===== config.mk =====
export PLATFORM = sky130hd
export DESIGN_NAME = stbt_ctrl
export DESIGN_NICKNAME = d
export VERILOG_FILES = /design/src/stbt_pkg.sv /design/src/stbt_ctrl.sv
export SDC_FILE = /design/constraint.sdc
export NUM_CORES = 1
export LEC_CHECK = 0
export BUFFER_PORTS_ARGS = -buffer_cell sky130_fd_sc_hd__buf_2
export CAP_MARGIN = 25
export CORE_AREA = 5 5 42 44
export DETAILED_ROUTE_END_ITERATION = 6
export DIE_AREA = 0 0 47 49
export GPL_ROUTABILITY_DRIVEN = 0
export PLACE_DENSITY_LB_ADDON = 0.05
export SLEW_MARGIN = 30
export SYNTH_ARGS = -nofsm -noshare
export SYNTH_HDL_FRONTEND = slang
export SYNTH_SLANG_ARGS = --single-unit

===== constraint.sdc =====
create_clock -name clk -period 1.5 [get_ports clk]
set_input_delay 0.3 -clock clk [delete_from_list [all_inputs] [get_ports clk]]
set_output_delay 0.3 -clock clk [all_outputs]
set_load 0.01 [all_outputs]

===== src/stbt_pkg.sv =====
// Package for the band tracker: widths, constants and the controller/datapath link types.
// No dependencies.
`timescale 1ns / 1ps
`default_nettype none
package stbt_pkg;
    localparam int unsigned MAX_WINDOW_DEF = 1023;
    localparam int unsigned CFG_IDX_W = 1;
    localparam int unsigned CFG_DATA_W = 16;
    localparam logic [CFG_IDX_W-1:0] REG_WINDOW = 1'd0;
    localparam logic [CFG_IDX_W-1:0] REG_MULT = 1'd1;
    localparam int unsigned PRICE_W = 32;
    localparam int unsigned BAND_W = 42;
    localparam int unsigned ACC_W = 48;
    localparam int unsigned DIV_W = 64;
    localparam int unsigned FRAC_EXTRA = 16;
    localparam logic [9:0] WINDOW_RESET = 10'd14;
    localparam logic [15:0] MULT_RESET = 16'd768;

    typedef struct packed {
        logic load;
        logic prep;
        logic div_start;
        logic mul_lo;
        logic mul_hi;
        logic finish;
    } stbt_cmd_t;

    typedef struct packed {
        logic need_div;
        logic div_done;
    } stbt_status_t;
endpackage
`default_nettype wire


===== src/stbt_ctrl.sv =====
// Controller state machine for the band tracker.
// Depends on stbt_pkg.
`timescale 1ns / 1ps
`default_nettype none
module stbt_ctrl (
    input  wire logic               clk,
    input  wire logic               rst_n,
    input  wire logic               in_valid,
    output logic                    in_ready,
    output logic                    out_valid,
    input  wire logic               out_ready,
    output stbt_pkg::stbt_cmd_t     cmd,
    input  wire stbt_pkg::stbt_status_t status
);
    import stbt_pkg::*;

    typedef enum logic [6:0] {
        S_IDLE = 7'b0000001,
        S_PREP = 7'b0000010,
        S_DSTA = 7'b0000100,
        S_DIV  = 7'b0001000,
        S_MLO  = 7'b0010000,
        S_MHI  = 7'b0100000,
        S_FIN  = 7'b1000000
    } state_t;

    state_t state_reg, state_next;
    logic out_valid_reg, out_valid_next;

    assign in_ready = (state_reg == S_IDLE) && !out_valid_reg;
    assign out_valid = out_valid_reg;

    always_comb
    begin
        state_next = state_reg;
        out_valid_next = out_valid_reg && !out_ready;
        cmd = '0;
        unique case (state_reg)
            S_IDLE:
            begin
                if (in_valid && in_ready)
                begin
                    cmd.load = 1'b1;
                    state_next = S_PREP;
                end
            end
            S_PREP:
            begin
                cmd.prep = 1'b1;
                state_next = S_DSTA;
            end
            S_DSTA:
            begin
                if (status.need_div)
                begin
                    cmd.div_start = 1'b1;
                    state_next = S_DIV;
                end
                else
                begin
                    state_next = S_FIN;
                end
            end
            S_DIV:
            begin
                if (status.div_done)
                begin
                    state_next = S_MLO;
                end
            end
            S_MLO:
            begin
                cmd.mul_lo = 1'b1;
                state_next = S_MHI;
            end
            S_MHI:
            begin
                cmd.mul_hi = 1'b1;
                state_next = S_FIN;
            end
            S_FIN:
            begin
                cmd.finish = 1'b1;
                out_valid_next = 1'b1;
                state_next = S_IDLE;
            end
            default:
            begin
                state_next = S_IDLE;
            end
        endcase
    end

    always_ff @(posedge clk or negedge rst_n)
    begin
        if (!rst_n)
        begin
            state_reg <= S_IDLE;
            out_valid_reg <= 1'b0;
        end
        else
        begin
            state_reg <= state_next;
            out_valid_reg <= out_valid_next;
        end
    end
endmodule
`default_nettype wire


==> results of run 1 <==
## per-layer routing
metal | up-vias | track usage | share of wire
li1 | 244 | - | -
met1 | 232 | 0.130 | 0.42
met2 | 14 | 0.197 | 0.48
met3 | 5 | 0.0627 | 0.067
met4 | 0 | 0.0645 | 0.033
met5 | - | 0 | 0
## path summary, 6_finish.rpt
path,start,endpoint,slack (ns),cells past startpoint
setup / recovery,state_reg[2]$_DFFE_PN0P_,cmd[4],-0.43,3
hold / removal,out_ready,out_valid$_DFF_PN0_,0.30,3
setup reg to reg,state_reg[2]$_DFFE_PN0P_,state_reg[4]$_DFFE_PN0P_,-0.08,5
hold reg to reg,out_valid$_DFF_PN0_,out_valid$_DFF_PN0_,0.55,1
max in group asynchronous,rst_n,state_reg[0]$_DFFE_PN1P_,0.86,2
min in group asynchronous,rst_n,state_reg[4]$_DFFE_PN0P_,0.40,2
## logic make-up (layout without fill, tap and decap cells)
group	after synthesis	count (layout)
and+or+nand+nor	23	23
AOI/OAI and AO/OA	9	9
buffers and inverters	9	39
DFF	8	8
xor gates and xnor gates	1	1
## critical path: cells and delay by family (launching register included)
kind                   cells  cell delay [ns]
DFF                        1             0.38
buffers and inverters      1             0.17
and+or+nand+nor            2             0.81
## synth_stat cells (2+ instances only)
cell type  n
nor2_1     4
inv_1      6
dfrtp_1    7
nor4b_1    2
o21ai_0    2
nand3_1    3
and3_2     2
## metrics by stage
stage,utilization,setup WS (ns)
6_report,0.560,-0.430
4_1_cts,0.557,-0.438
3_3_place_gp,0.463,-0.172
3_5_place_dp,0.463,-0.183
2_1_floorplan,-,-0.114
5_1_grt,0.560,-0.495
## cell type report
type	count	share of cell area
multi-input combinational	33	0.397
sequential	8	0.258
timing repair buffer	29	0.257
clock buffer	4	0.0335
inverter	6	0.0287
tap	16	0.0255
## power breakdown
| part | internal (mW) | switching (mW) |
|---|---|---|
| combinational | 0.372 | 0.326 |
| clock | 0.103 | 0.0885 |
| sequential | 0.271 | 0.0677 |
| total | 0.745 | 0.482 |
## repair_timing
item / CTS / global route
hold endpoints to repair: 7 / 0
hold buffers: 1 / 0
endpoints found under the setup margin: 8 / 9
resized for setup: 11 / 1
pin swaps: 7 / 6
buffers inserted: 5 / 1
==> impl_metrics.env, run 1 <==
export IMPL_outcome="complete, but fails checks"
export IMPL_failed_checks="negative setup slack"
export IMPL_cp_slowest_stage_delay_ns=0.57
export IMPL_ys_flop_type="dfrtp_1"
export IMPL_fmax_mhz=518
export IMPL_tritoncts="done"
export IMPL_path_max_fanout=3
export IMPL_largest_reg_flops=7
export IMPL_timing_clock_skew_ns=0.00155
export IMPL_synthDominantAreaCellType="dfrtp_1"
export IMPL_mux_contribution_to_synthesized_area=0
export IMPL_netlist_area_um2=498
export IMPL_ir_drop_mv=0.764
export IMPL_count_of_final_setup_violators=8
export IMPL_arrival_ns=1.63
export IMPL_detail_route_vias_per_cell=5.16
export IMPL_critPathRequiredTime_ns=1.20
export IMPL_max_cap_violations=0
export IMPL_synth_simple_gate_area_share=0.347
export IMPL_critical_path_top_delay_cell="or4_4"
export IMPL_layout_cells_most_common="buf_4"
export IMPL_total_global_routing_track_utilization=0.125
export IMPL_crit_chain="or4_4 > nor4b_2 > buf_2"
export IMPL_synth_sequential_area_ratio=0.405
export IMPL_xor_xnor_share_of_the_synthesized_area=0.0176
export IMPL_cts_buffers_inserted=3
export IMPL_die_area_um2=2300
export IMPL_grt_antenna_before_repair=0
export IMPL_yosys_area_top_type_share=0.352
export IMPL_grt_first_pass_wirelength_um=2040
export IMPL_finalHoldWorstSlack_ns=0.299
export IMPL_synthesis_area_per_instance_um2=9.96
export IMPL_first_global_vias=494
export IMPL_clockRootBuffer="clkbuf_4"
export IMPL_critical_path_sink_type="output pin"
export IMPL_drt_pre_antenna_iters=2
export IMPL_port_buffers=13
export IMPL_synth_yosys_warnings=0
export IMPL_worst_skew_pair_late_latency_ns=0.27
export IMPL_gr_total_overflow=0
export IMPL_clk_pin_slew_worst_paths_ns=0.06
export IMPL_fin_total_pwr_mw=1.23
export IMPL_design_final_nets=87
export IMPL_post_route_min_period_ns=1.93
export IMPL_antenna_violating_nets_post_route=0
export IMPL_numPlacedInstances=86
export IMPL_area_of_combinational_cells_with_multiple_inputs_um2=312
export IMPL_fin_setup_tns_ns=-2.08
export IMPL_worst_slew_margin_rel=0.786
export IMPL_final_cell_mix="13 x buf_4, 12 x buf_2, 6 x dfrtp_1"
export IMPL_path_class="reg2out"
export IMPL_ff_latch_area_um2=203
export IMPL_synth_seq_cells=8
export IMPL_area_growth_syn_to_layout_pct=57.5
export IMPL_mappedNetlistNets=56
export IMPL_share_of_the_cycle_needed_by_the_critical_path_after_routing=1.29
export IMPL_synth_cell_type_count=31
export IMPL_yosys_area_share_adder=0
export IMPL_clockBufferDepth=2
export IMPL_power_density_cell_area_nw_per_um2=1560
export IMPL_drt_total_wl_um=1270
export IMPL_sum_of_net_half_perimeters_after_detailed_placement_um=958
export IMPL_worstSetupStartpointType="flip-flop"
export IMPL_final_setup_worst_slack_ns=-0.430
export IMPL_h_tree_depth=1
export IMPL_clock_sink_count=8
export IMPL_combinational_family_with_the_most_area_after_synthesis="simple AND/OR/NAND/NOR gates"
export IMPL_detailedRoute_firstIterationViolations=1
export IMPL_io_pins=14
export IMPL_drive_above_1_share=0.600
export IMPL_drt_drc_violations_left=0
export IMPL_fill_cells=131
export IMPL_die_height_um=49
export IMPL_synth_async_sr_flop_share=1.00
export IMPL_static_leakage_power_nw=0.389
export IMPL_synth_top_cells_by_area="dfrtp_1 35%, dfstp_2 5.3%, nor4b_4 4.8%"
export IMPL_timing_worst_slew_pin_value_ns=0.317
export IMPL_postLayoutCellArea_um2=785
export IMPL_vias=495
export IMPL_wl_per_cell_um=13.3
export IMPL_rsz0062_at_grt="yes"
export IMPL_synthesis_instances=50
export IMPL_placed_cell_area_um2=648
export IMPL_placeableCoreArea_um2=1400
export IMPL_rows=14
export IMPL_initial_core_util=0.355
export IMPL_final_instance_count_excl_fill=96
export IMPL_synth_compound_area_share=0.141
export IMPL_min_delay_path_class="in2reg"
export IMPL_pin_count_of_the_biggest_net_entering_global_routing=9
export IMPL_synth_edff_count=0
export IMPL_n_antenna_cell=0
export IMPL_hold_violations=0
export IMPL_drv_slew=0
export IMPL_die_w_um=47
Note: power is estimated with default switching activity, not from simulation.
==> run 2, diff against run 1 <==
Settings changed: CTS_BUF_LIST set to sky130_fd_sc_hd__clkbuf_2, SETUP_SLACK_MARGIN set to 0.5.
==> impl_metrics.env, run 2 (same netlist as run 1, synthesis figures left out) <==
export IMPL_critPathRequiredTime_ns=1.20
export IMPL_design_final_nets=94
export IMPL_die_height_um=49
export IMPL_failed_checks="negative setup slack"
export IMPL_port_buffers=13
export IMPL_share_of_the_cycle_needed_by_the_critical_path_after_routing=1.28
export IMPL_die_w_um=47
export IMPL_antenna_violating_nets_post_route=0
export IMPL_area_growth_syn_to_layout_pct=80.9
export IMPL_postLayoutCellArea_um2=901
export IMPL_final_instance_count_excl_fill=103
export IMPL_sum_of_net_half_perimeters_after_detailed_placement_um=986
export IMPL_max_cap_violations=0
export IMPL_path_max_fanout=3
export IMPL_clk_pin_slew_worst_paths_ns=0.09
export IMPL_rows=14
export IMPL_total_global_routing_track_utilization=0.127
export IMPL_arrival_ns=1.62
export IMPL_wl_per_cell_um=12.4
export IMPL_fin_setup_tns_ns=-2.02
export IMPL_drv_slew=0
export IMPL_pin_count_of_the_biggest_net_entering_global_routing=10
export IMPL_grt_first_pass_wirelength_um=2130
export IMPL_die_area_um2=2300
export IMPL_power_density_cell_area_nw_per_um2=1610
export IMPL_worst_slew_margin_rel=0.773
export IMPL_static_leakage_power_nw=0.435
export IMPL_gr_total_overflow=0
export IMPL_fmax_mhz=520
export IMPL_detailedRoute_firstIterationViolations=4
export IMPL_area_of_combinational_cells_with_multiple_inputs_um2=363
export IMPL_n_antenna_cell=0
export IMPL_ir_drop_mv=0.901
export IMPL_drive_above_1_share=0.678
export IMPL_final_core_utilization=0.643
export IMPL_fin_total_pwr_mw=1.45
export IMPL_clockBufferDepth=2
export IMPL_cts_buffers_inserted=3
export IMPL_placeableCoreArea_um2=1400
export IMPL_drt_total_wl_um=1280
export IMPL_layout_cells_most_common="buf_4"
export IMPL_worstSetupStartpointType="flip-flop"
export IMPL_largest_reg_flops=7
export IMPL_drt_pre_antenna_iters=4
export IMPL_outcome="complete, but fails checks"
export IMPL_count_of_final_setup_violators=10
export IMPL_path_class="reg2out"
export IMPL_hold_violations=0
export IMPL_timing_clock_skew_ns=0.00441
export IMPL_placed_cell_area_um2=686
export IMPL_clockRootBuffer="clkbuf_2"
export IMPL_timing_worst_slew_pin_value_ns=0.338
export IMPL_worst_skew_pair_late_latency_ns=0.24
export IMPL_grt_antenna_before_repair=0
export IMPL_post_route_min_period_ns=1.92
export IMPL_critical_path_sink_type="output pin"
export IMPL_io_pins=14
export IMPL_first_global_vias=498
export IMPL_min_delay_path_class="in2reg"
export IMPL_final_setup_worst_slack_ns=-0.423
export IMPL_numPlacedInstances=88
export IMPL_fill_cells=116
export IMPL_vias=510
export IMPL_final_cell_mix="17 x buf_4, 11 x buf_2, 7 x buf_6"
export IMPL_setup_slack_after_placement_ns=-0.203
export IMPL_h_tree_depth=1
export IMPL_detail_route_vias_per_cell=4.95
export IMPL_finalHoldWorstSlack_ns=0.329
export IMPL_ff_latch_area_um2=204
export IMPL_initial_core_util=0.355
export IMPL_rsz0062_at_grt="yes"
export IMPL_clock_sink_count=8
export IMPL_drt_drc_violations_left=0
export IMPL_tritoncts="done"
## run 2: changes by cell type in the layout (fill, tap and decap cells not counted), sizes merged
cell / delta
buf: +7
## run 2: worst max-delay path, stage by stage, from the launching register on
cell	delay, ns
dfrtp_1	0.38
or4_4	0.58
nor4b_4	0.24
buf_2	0.17
## run 2: final timing paths
path	startpoint	endpoint	slack [ns]	depth (start not counted)
worst min register to register	out_valid$_DFF_PN0_	out_valid$_DFF_PN0_	0.55	1
worst min-delay path	status[1]	state_reg[6]$_DFFE_PN0P_	0.33	3
max in group asynchronous	rst_n	state_reg[0]$_DFFE_PN1P_	0.84	2
worst max-delay path	state_reg[4]$_DFFE_PN0P_	cmd[1]	-0.42	3
worst max register to register	state_reg[3]$_DFFE_PN0P_	state_reg[4]$_DFFE_PN0P_	-0.08	5
min in group asynchronous	rst_n	state_reg[4]$_DFFE_PN0P_	0.42	2
## run 2: power by group
part	switching (mW)	total, mW	internal, mW
Sequential	0.0689	0.339	0.270
Clock	0.0805	0.151	0.0709
Combinational	0.412	0.962	0.549
Total	0.562	1.45	0.891
## run 2: metal layers
layer  part of all wire  wire [µm]  global-route usage
met5                  0          0                   0
met2               0.53        673               0.213
met3              0.041         52              0.0590
met1               0.42        541               0.141
met4             0.0063          8              0.0276
## run 2: layout make-up
type | instances | area share
timing repair buffer | 36 | 0.301
sequential | 8 | 0.226
tap | 16 | 0.0222
clock buffer | 4 | 0.0222
multi-input combinational | 33 | 0.403
inverter | 6 | 0.0250
## run 2: repair_timing
action,in CTS,in global routing
pin swaps,5,3
endpoints found under the setup margin,16,16
hold endpoints to repair,7,0
buffers inserted,3,7
gates resized for setup,6,14
hold buffers,1,0
==> run 3, diff against run 2 <==
Settings changed: ABC_AREA set to 1.
==> impl_metrics.env, run 3 <==
export IMPL_drt_pre_antenna_iters=4
export IMPL_synthTopCellsByCount="15 x nor2_1, 13 x inv_1, 7 x dfrtp_1, 6 x nand2_1"
export IMPL_synth_sequential_area_ratio=0.464
export IMPL_area_growth_syn_to_layout_pct=64.8
export IMPL_detailedRoute_firstIterationViolations=6
export IMPL_io_pins=14
export IMPL_fill_cells=150
export IMPL_wl_per_cell_um=9.68
export IMPL_post_route_min_period_ns=1.64
export IMPL_critical_path_top_delay_cell="dfstp_2"
export IMPL_cp_slowest_stage_delay_ns=0.54
export IMPL_worst_skew_pair_late_latency_ns=0.24
export IMPL_clk_pin_slew_worst_paths_ns=0.08
export IMPL_n_antenna_cell=0
export IMPL_rows=14
export IMPL_yosys_area_share_adder=0
export IMPL_max_cap_violations=0
export IMPL_vias=444
export IMPL_synth_cell_type_count=13
export IMPL_combinational_family_with_the_most_area_after_synthesis="simple AND/OR/NAND/NOR gates"
export IMPL_tritoncts="done"
export IMPL_pin_count_of_the_biggest_net_entering_global_routing=9
export IMPL_ys_flop_type="dfrtp_1"
export IMPL_fin_setup_tns_ns=-0.756
export IMPL_critPathRequiredTime_ns=1.20
export IMPL_drive_above_1_share=0.609
export IMPL_mappedNetlistNets=66
export IMPL_placed_cell_area_um2=562
export IMPL_synth_async_sr_flop_share=1.00
export IMPL_drt_total_wl_um=997
export IMPL_failed_checks="negative setup slack"
export IMPL_finalHoldWorstSlack_ns=0.240
export IMPL_count_of_final_setup_violators=7
export IMPL_timing_clock_skew_ns=0.00880
export IMPL_clockRootBuffer="clkbuf_2"
export IMPL_largest_reg_flops=7
export IMPL_power_density_cell_area_nw_per_um2=1540
export IMPL_die_w_um=47
export IMPL_synthesis_area_per_instance_um2=7.24
export IMPL_worstSetupStartpointType="flip-flop"
export IMPL_grt_use_met1=0.121
export IMPL_grt_antenna_before_repair=0
export IMPL_synth_edff_count=0
export IMPL_clock_sink_count=8
export IMPL_cp_common_cell="inv_2"
export IMPL_cts_buffers_inserted=3
export IMPL_ir_drop_mv=0.595
export IMPL_placeableCoreArea_um2=1400
export IMPL_synthDominantAreaCellType="dfrtp_1"
export IMPL_drt_drc_violations_left=0
export IMPL_grt_first_pass_wirelength_um=1620
export IMPL_design_final_nets=94
export IMPL_synth_top_cells_by_area="dfrtp_1 40%, nor2_1 13%, inv_1 11%"
export IMPL_worst_slew_margin_rel=0.870
export IMPL_arrival_ns=1.34
export IMPL_fmax_mhz=609
export IMPL_yosys_area_top_type_share=0.403
export IMPL_final_core_utilization=0.511
export IMPL_die_area_um2=2300
export IMPL_gr_total_overflow=0
export IMPL_h_tree_depth=1
export IMPL_final_setup_worst_slack_ns=-0.142
export IMPL_die_height_um=49
export IMPL_initial_core_util=0.310
export IMPL_static_leakage_power_nw=0.364
export IMPL_first_global_vias=400
export IMPL_synth_compound_area_share=0.0519
export IMPL_xor_xnor_share_of_the_synthesized_area=0
export IMPL_layout_cells_most_common="buf_2"
export IMPL_final_cell_mix="12 x buf_2, 9 x buf_4, 7 x inv_1, 7 x nor2_2, 7 x nor2_1"
export IMPL_hold_violations=0
export IMPL_detail_route_vias_per_cell=4.31
export IMPL_yosys_cell_count_top_type="nor2_1"
export IMPL_postLayoutCellArea_um2=716
export IMPL_global_route_usage_met3=0.0258
export IMPL_path_class="reg2out"
export IMPL_gr_usage_met2=0.147
export IMPL_synthesis_instances=60
export IMPL_rsz0062_at_grt="yes"
export IMPL_sum_of_net_half_perimeters_after_detailed_placement_um=774
export IMPL_crit_chain="inv_2 > nor2_1 > nand2_1 > nor2_4 > inv_2 > nor3_2 > buf_2"
export IMPL_min_delay_path_class="in2reg"
export IMPL_critical_path_sink_type="output pin"
export IMPL_drv_slew=0
export IMPL_path_max_fanout=3
export IMPL_fin_total_pwr_mw=1.10
export IMPL_synth_seq_cells=8
export IMPL_synth_simple_gate_area_share=0.372
export IMPL_netlist_area_um2=434
export IMPL_timing_worst_slew_pin_value_ns=0.196
export IMPL_clockBufferDepth=2
export IMPL_port_buffers=13
export IMPL_antenna_violating_nets_post_route=0
export IMPL_total_global_routing_track_utilization=0.100
export IMPL_routing_layer_with_the_top_usage_in_global_route="met2"
export IMPL_outcome="complete, but fails checks"
export IMPL_mux_contribution_to_synthesized_area=0
export IMPL_share_of_the_cycle_needed_by_the_critical_path_after_routing=1.09
export IMPL_synth_yosys_warnings=0
## run 3: cell types whose count changed in the layout (fill, tap and decap cells not counted), sizes merged, moves of 3 or more
cell   before  now
inv         6   13
nor4b       3    0
nand3       3    6
nor2        4   20
nand2       1    7
buf        35   22
## run 3: path summary, 6_finish.rpt
| path | from | end | slack [ns] | cells after the start |
|---|---|---|---|---|
| max | state_reg[0]$_DFFE_PN1P_ | cmd[5] | -0.14 | 7 |
| min | out_ready | out_valid$_DFF_PN0_ | 0.24 | 2 |
| max reg2reg | state_reg[0]$_DFFE_PN1P_ | state_reg[0]$_DFFE_PN1P_ | 0.24 | 8 |
| min reg2reg | state_reg[5]$_DFFE_PN0P_ | state_reg[2]$_DFFE_PN0P_ | 0.60 | 3 |
| max in group asynchronous | rst_n | state_reg[0]$_DFFE_PN1P_ | 0.82 | 2 |
| min in group asynchronous | rst_n | state_reg[4]$_DFFE_PN0P_ | 0.42 | 2 |
## run 3: stage by stage
| stage | setup WS [ns] | instances |
|---|---|---|
| global route | -0.245 | 103 |
| floorplan | 0.172 | 60 |
| detailed placement | 0.0559 | 90 |
| finish | -0.142 | 103 |
| global placement | 0.0631 | 90 |
| CTS | -0.199 | 97 |
## run 3: critical path: cells and delay by family, from the launching register on
| kind | cells | cell delay (ns) |
|---|---|---|
| buffers and inverters | 3 | 0.23 |
| AND/OR/NAND/NOR | 4 | 0.34 |
| flip-flops | 1 | 0.54 |
## run 3: logic make-up after synthesis
group | after synthesis
compound gates | 4
buf+inv | 13
flops | 8
simple gates | 35
## run 3: report_power, final
part | switching, mW | leakage, nW | total (mW) | internal (mW)
Sequential | 0.0358 | 0.105 | 0.300 | 0.264
Combinational | 0.343 | 0.242 | 0.651 | 0.308
Clock | 0.0791 | 0.0166 | 0.150 | 0.0709
Total | 0.458 | 0.364 | 1.10 | 0.643
## run 3: layout make-up
type	count	area [µm²]	share of cell area
repair buffers	23	149	0.208
flip-flops and latches	8	203	0.283
well taps	16	20.0	0.0280
multi-input cells	39	275	0.385
clock buffers	4	20.0	0.0280
inverters	13	48.8	0.0682
## run 3: what timing repair did
action                     in CTS  in global routing
setup endpoints to repair      15                 15
pin swaps                       3                  7
hold endpoints to repair        7                  0
gates resized for setup         6                 15
hold buffers                    1                  0
cloned                          0                  0
setup buffers                   2                  6
## run 3: layer usage
layer | share of wire | wire [µm]
met1 | 0.46 | 458
met4 | 0.010 | 10
met3 | 0.047 | 47
met5 | 0 | 0
met2 | 0.48 | 480
